`src/design/fba_pkg.sv`:
```
`timescale 1ns / 1ps

package fba_pkg;

   // command codes
   localparam logic [2:0] CMD_CLEAR   = 3'd0;
   localparam logic [2:0] CMD_WRITE   = 3'd1;
   localparam logic [2:0] CMD_READ    = 3'd2;
   localparam logic [2:0] CMD_RESERVE = 3'd3;
   localparam logic [2:0] CMD_FIND    = 3'd4;

   // status codes
   localparam logic [1:0] ST_OK    = 2'd0;
   localparam logic [1:0] ST_RANGE = 2'd1;
   localparam logic [1:0] ST_NONE  = 2'd2;

   localparam logic [10:0] WORDS_RESET = 11'd1024;
   localparam int          FRAME_SHIFT = 12;

   // operation of the shared word unit
   typedef enum logic [1:0] {
      OP_SET_BIT = 2'd0,
      OP_GET_BIT = 2'd1,
      OP_PREFIX  = 2'd2
   } word_op_type;

   typedef struct packed {
      word_op_type op;
      logic [4:0]  pos;
      logic        value;
      logic [4:0]  rem;
   } word_ctl_type;

   typedef struct packed {
      logic [31:0] new_word;
      logic        bit_rd;
      logic        all_used;
      logic [4:0]  free_pos;
   } word_res_type;

endpackage

```
`src/design/fba_word_unit.sv`:
```
`timescale 1ns / 1ps

module fba_word_unit (
   input  logic                 [31:0] word,
   input  fba_pkg::word_ctl_type       ctl,
   output fba_pkg::word_res_type       res
);

   logic [31:0] mask;
   logic [4:0]  first_free;

   // frame order is msb first
   assign mask = 32'h8000_0000 >> ctl.pos;

   // lowest frame whose bit is clear
   always_comb begin
      first_free = 5'd0;
      for (int j = 31; j >= 0; j--) begin
         if (!word[31 - j]) begin
            first_free = 5'(j);
         end
      end
   end

   always_comb begin
      res.bit_rd   = |(word & mask);
      res.all_used = &word;
      res.free_pos = first_free;
      case (ctl.op)
         fba_pkg::OP_SET_BIT: begin
            res.new_word = ctl.value ? (word | mask) : (word & ~mask);
         end
         fba_pkg::OP_PREFIX: begin
            res.new_word = word | ~(32'hFFFF_FFFF >> ctl.rem);
         end
         default: begin
            res.new_word = word;
         end
      endcase
   end

endmodule

```
`config.mk`:
```
export PLATFORM = sky130hd
export DESIGN_NAME = fba_word_unit
export DESIGN_NICKNAME = d
export VERILOG_FILES = /design/src/design/fba_pkg.sv /design/src/design/fba_word_unit.sv
export SDC_FILE = /design/constraint.sdc
export NUM_CORES = 1
export LEC_CHECK = 0
export ABC_AREA = 1
export BUFFER_PORTS_ARGS = -buffer_cell sky130_fd_sc_hd__buf_2
export CAP_MARGIN = 40
export CORE_MARGIN = 5
export CORE_UTILIZATION = 40
export DETAILED_ROUTE_END_ITERATION = 7
export GPL_ROUTABILITY_DRIVEN = 0
export PLACE_DENSITY = 0.74
export SLEW_MARGIN = 20
export SYNTH_ARGS = -nofsm -noshare
export SYNTH_HDL_FRONTEND = slang
export SYNTH_SLANG_ARGS = --single-unit
```
`constraint.sdc`:
```
create_clock -name vclk -period 5.5
set_input_delay 1.1 -clock vclk [all_inputs]
set_output_delay 1.1 -clock vclk [all_outputs]
set_load 0.05 [all_outputs]
```
=== Yosys cells after proc, flatten, opt, wreduce, memory -nomap -nowiden ===
Cells that the tools add are included.

* Eq/ne operators: 1
* Shift-type cells: 2
* Mux-type cells: 34
* Bitwise logic cells: 6
* Reduce and logical (&&, ||, !) cells: 3

{| class="wikitable"
|+ Operators by type and width
! operator !! number
|-
| $mux 5 || 32
|-
| $and 32x32->32 || 2
|-
| $not 32->32 || 2
|-
| $or 32x32->32 || 2
|-
| $pmux 32 s2 || 1
|-
| $shr 32x5->32 const A || 2
|-
| $mux 32 || 1
|-
| $reduce_and 32->1 || 1
|-
| $reduce_or 32->1 || 1
|-
| $eq 2x2->1 const B || 1
|-
| $logic_not 2->1 || 1
|}

* Register bits after elaboration: 0
* Output and inout port bits: 39

=== Logic depth before layout (Yosys ltp) ===
* Depth after elaboration: 32
* Mapped depth: 31
* Gate-level depth less buffers: 31

=== Least setup slack after synthesis ===
No wires, ideal clock.

* Kind: input port to output port
* Start point: in ctl[10] (netlist name)
* End point: out res[32] (netlist name)
* Arrival time: 3.635 ns
* Data required time: 4.400 ns
* Path slack: 0.765 ns
* Stages on the path: 5
* Buffers on the path: 2
* Cell sequence: clkbuf_1 clkinv_1 clkbuf_1 nand2_1 o311ai_0

{| class="wikitable"
|+ RTL lines
! element !! line !! source
|-
| start: declaration || fba_word_unit.sv:5 || <nowiki>input fba_pkg::word_ctl_type ctl,</nowiki>
|-
| end: declaration || fba_word_unit.sv:6 || <nowiki>output fba_pkg::word_res_type res</nowiki>
|}

==> results.sh <==
export IMPL_p_int_mw=0.0555
export IMPL_die_area_um2=5440
export IMPL_num_vias=2831
export IMPL_layout_min_cycle_time_ns=4.38
export IMPL_drc=0
export IMPL_synth_area_per_cell_um2=4.69
export IMPL_dp_hpwl_mm=5.75
export IMPL_rsz0062_at_grt="no"
export IMPL_clock_power_share_pct=0
export IMPL_ff_latch_area_um2=0
export IMPL_fin_area_um2=2080
export IMPL_grt_pass1_wl_mm=11.1
export IMPL_initial_utilization_pct=41.0
export IMPL_clkbuf_count=0
export IMPL_yosys_cell_types_count=27
export IMPL_post_drt_wl_per_cell_um=15.1
export IMPL_swShare_pct=75.3
export IMPL_p_leak_nw=1.04
export IMPL_antenna_cells=0
export IMPL_finalSetupViolCount=0
export IMPL_fin_util_pct=52.3
export IMPL_cts_setup_buffers=0
export IMPL_ys_seq_area_share_pct=0
export IMPL_core_um2=3970
export IMPL_hp_class="input pin to output pin"
export IMPL_viasPerCell=6.02
export IMPL_ios=84
export IMPL_dieHeight_um=73.8
export IMPL_finalMaxSlewViolations=0
export IMPL_tns_ns=0
export IMPL_drive_above_1_share_pct=21.2
export IMPL_critPathLaunchType="input pin"
export IMPL_cap_violations=0
export IMPL_required_ns=4.40
export IMPL_drtAntennaViolNets=0
export IMPL_tightestPinTransition_ns=0.734
export IMPL_power_switching_mw=0.169
export IMPL_fillers=459
export IMPL_grt_usage_pct=24.9
export IMPL_antenna_found_initial=0
export IMPL_max_slew_margin_rel_pct=50.9
export IMPL_fmax_mhz=229
export IMPL_hold_buffers=0
export IMPL_seq_cells=0
export IMPL_port_buffers=84
export IMPL_cts_resized=0
export IMPL_outcome="finished, final reports clean"
export IMPL_fin_crit_sh_pct=79.5
export IMPL_synthToLayoutAreaGrowth_pct=27.6
export IMPL_finalHoldViolCount=0
export IMPL_grt_pass1_vias=2491
export IMPL_crit_arrival_ns=3.28
export IMPL_p_per_area_nw_per_um2=108
export IMPL_critPathCaptureType="output pin"
export IMPL_fin_ws_ns=1.12
export IMPL_postSynthCellCount=347
export IMPL_die_w_um=73.8
export IMPL_post_place_ws_ns=1.23
export IMPL_synth_warnings=0
export IMPL_routed_wirelength_mm=7.12
export IMPL_placed_area_um2=2080
export IMPL_finalNetCount=467
export IMPL_share_comb_of_total_power_pct=100.0
export IMPL_drt_initial_drc_count=484
export IMPL_synth_fp_nets=392
export IMPL_drt_pass1_iterations=5
export IMPL_core_rowCount=23
export IMPL_path_class="input pin to output pin"
export IMPL_seq_power_share_pct=0
export IMPL_worstPathMaxFanout=18
export IMPL_grt_max_degree=30
export IMPL_gr_total_overflow=0
export IMPL_syn_area_um2=1630
export IMPL_peakVddDrop_mv=0.0483
cells in the final DEF (no fill, tap or decap):
cell type  netlist  layout
o21bai_1         1       1
nand2_1         95      95
a31oi_1          3       3
nor3_1          12      12
nand4_1          9       9
clkinv_1         2       2
inv_1           42      42
a311oi_1         1       1
buf_2            0      84
inv_2            1       1
buf_4            0       2
a21boi_0         1       1
nor2_1          35      35
o221ai_1         5       5
a22oi_1          1       1
o311ai_0         3       3
a32o_1           1       1
a21oi_2          1       1
o22ai_1          8       8
o211ai_1         9       9
o21ai_0         54      54
a21oi_1         20      20
nor4_1           4       4
a22o_1           3       3
a221o_1          1       1
o2111ai_1        1       1
nand3_1         20      20
a31o_2           1       1
power groups by stage:
stage | Combinational (mW) | Clock (mW) | Sequential (mW)
2_1_floorplan | 0.153 | 0 | 0
3_3_place_gp | 0.219 | 0 | 0
3_5_place_dp | 0.221 | 0 | 0
4_1_cts | 0.221 | 0 | 0
5_1_grt | 0.240 | 0 | 0
6_report | 0.225 | 0 | 0
synth_stat cells, types with 2 or more instances:
cell	count	area, um2
a21oi_1	20	100
a22o_1	3	26.3
a31oi_1	3	18.8
clkbuf_1	13	48.8
clkinv_1	2	7.51
inv_1	42	158
nand2_1	95	357
nand3_1	20	100
nand4_1	9	56.3
nor2_1	35	131
nor3_1	12	60.1
nor4_1	4	25.0
o211ai_1	9	67.6
o21ai_0	54	270
o221ai_1	5	43.8
o22ai_1	8	50.1
o311ai_0	3	26.3
routing by layer:
layer	global-route usage (%)	vias to the layer above	routed length (um)
met3	1.92	29	913
met4	9.26	0	297
met5	0	-	0
met1	34.8	1224	2790
li1	-	1358	-
met2	39.6	220	3120
cell families after synthesis:
family                 after synthesis  share of synthesized area (%)
AOI/OAI and AO/OA                  114                           41.8
buffers and inverters               58                           13.4
and+or+nand+nor                    175                           44.8
area by class of cell:
class / instances / area [um2] / area share, %
multi-input cells: 289 / 1410 / 67.9
repair buffers: 86 / 435 / 21.0
inverters: 45 / 169 / 8.13
well taps: 50 / 62.6 / 3.01
stage by stage:
stage	instances	power (mW)	hold WS, ns
final	470	0.225	2.57
after global placement	470	0.219	2.56
after floorplan	347	0.153	2.35
after global routing	470	0.240	2.59
after CTS	470	0.221	2.57
after detailed placement	470	0.221	2.57
worst paths after layout:
kind	startpoint	end	slack, ns	cells after the start
worst max-delay path	ctl[11]	res[19]	1.12	10
worst min-delay path	word[30]	res[0]	2.57	3
critical path, stage by stage:
cell	delay, ns
buf_2	0.12
nor2_1	0.09
buf_4	0.24
inv_1	0.08
nor2_1	0.48
clkinv_1	0.52
nand2_1	0.16
o21ai_0	0.09
o21ai_0	0.09
buf_2	0.29
Note: power is estimated with default switching activity, not from simulation.
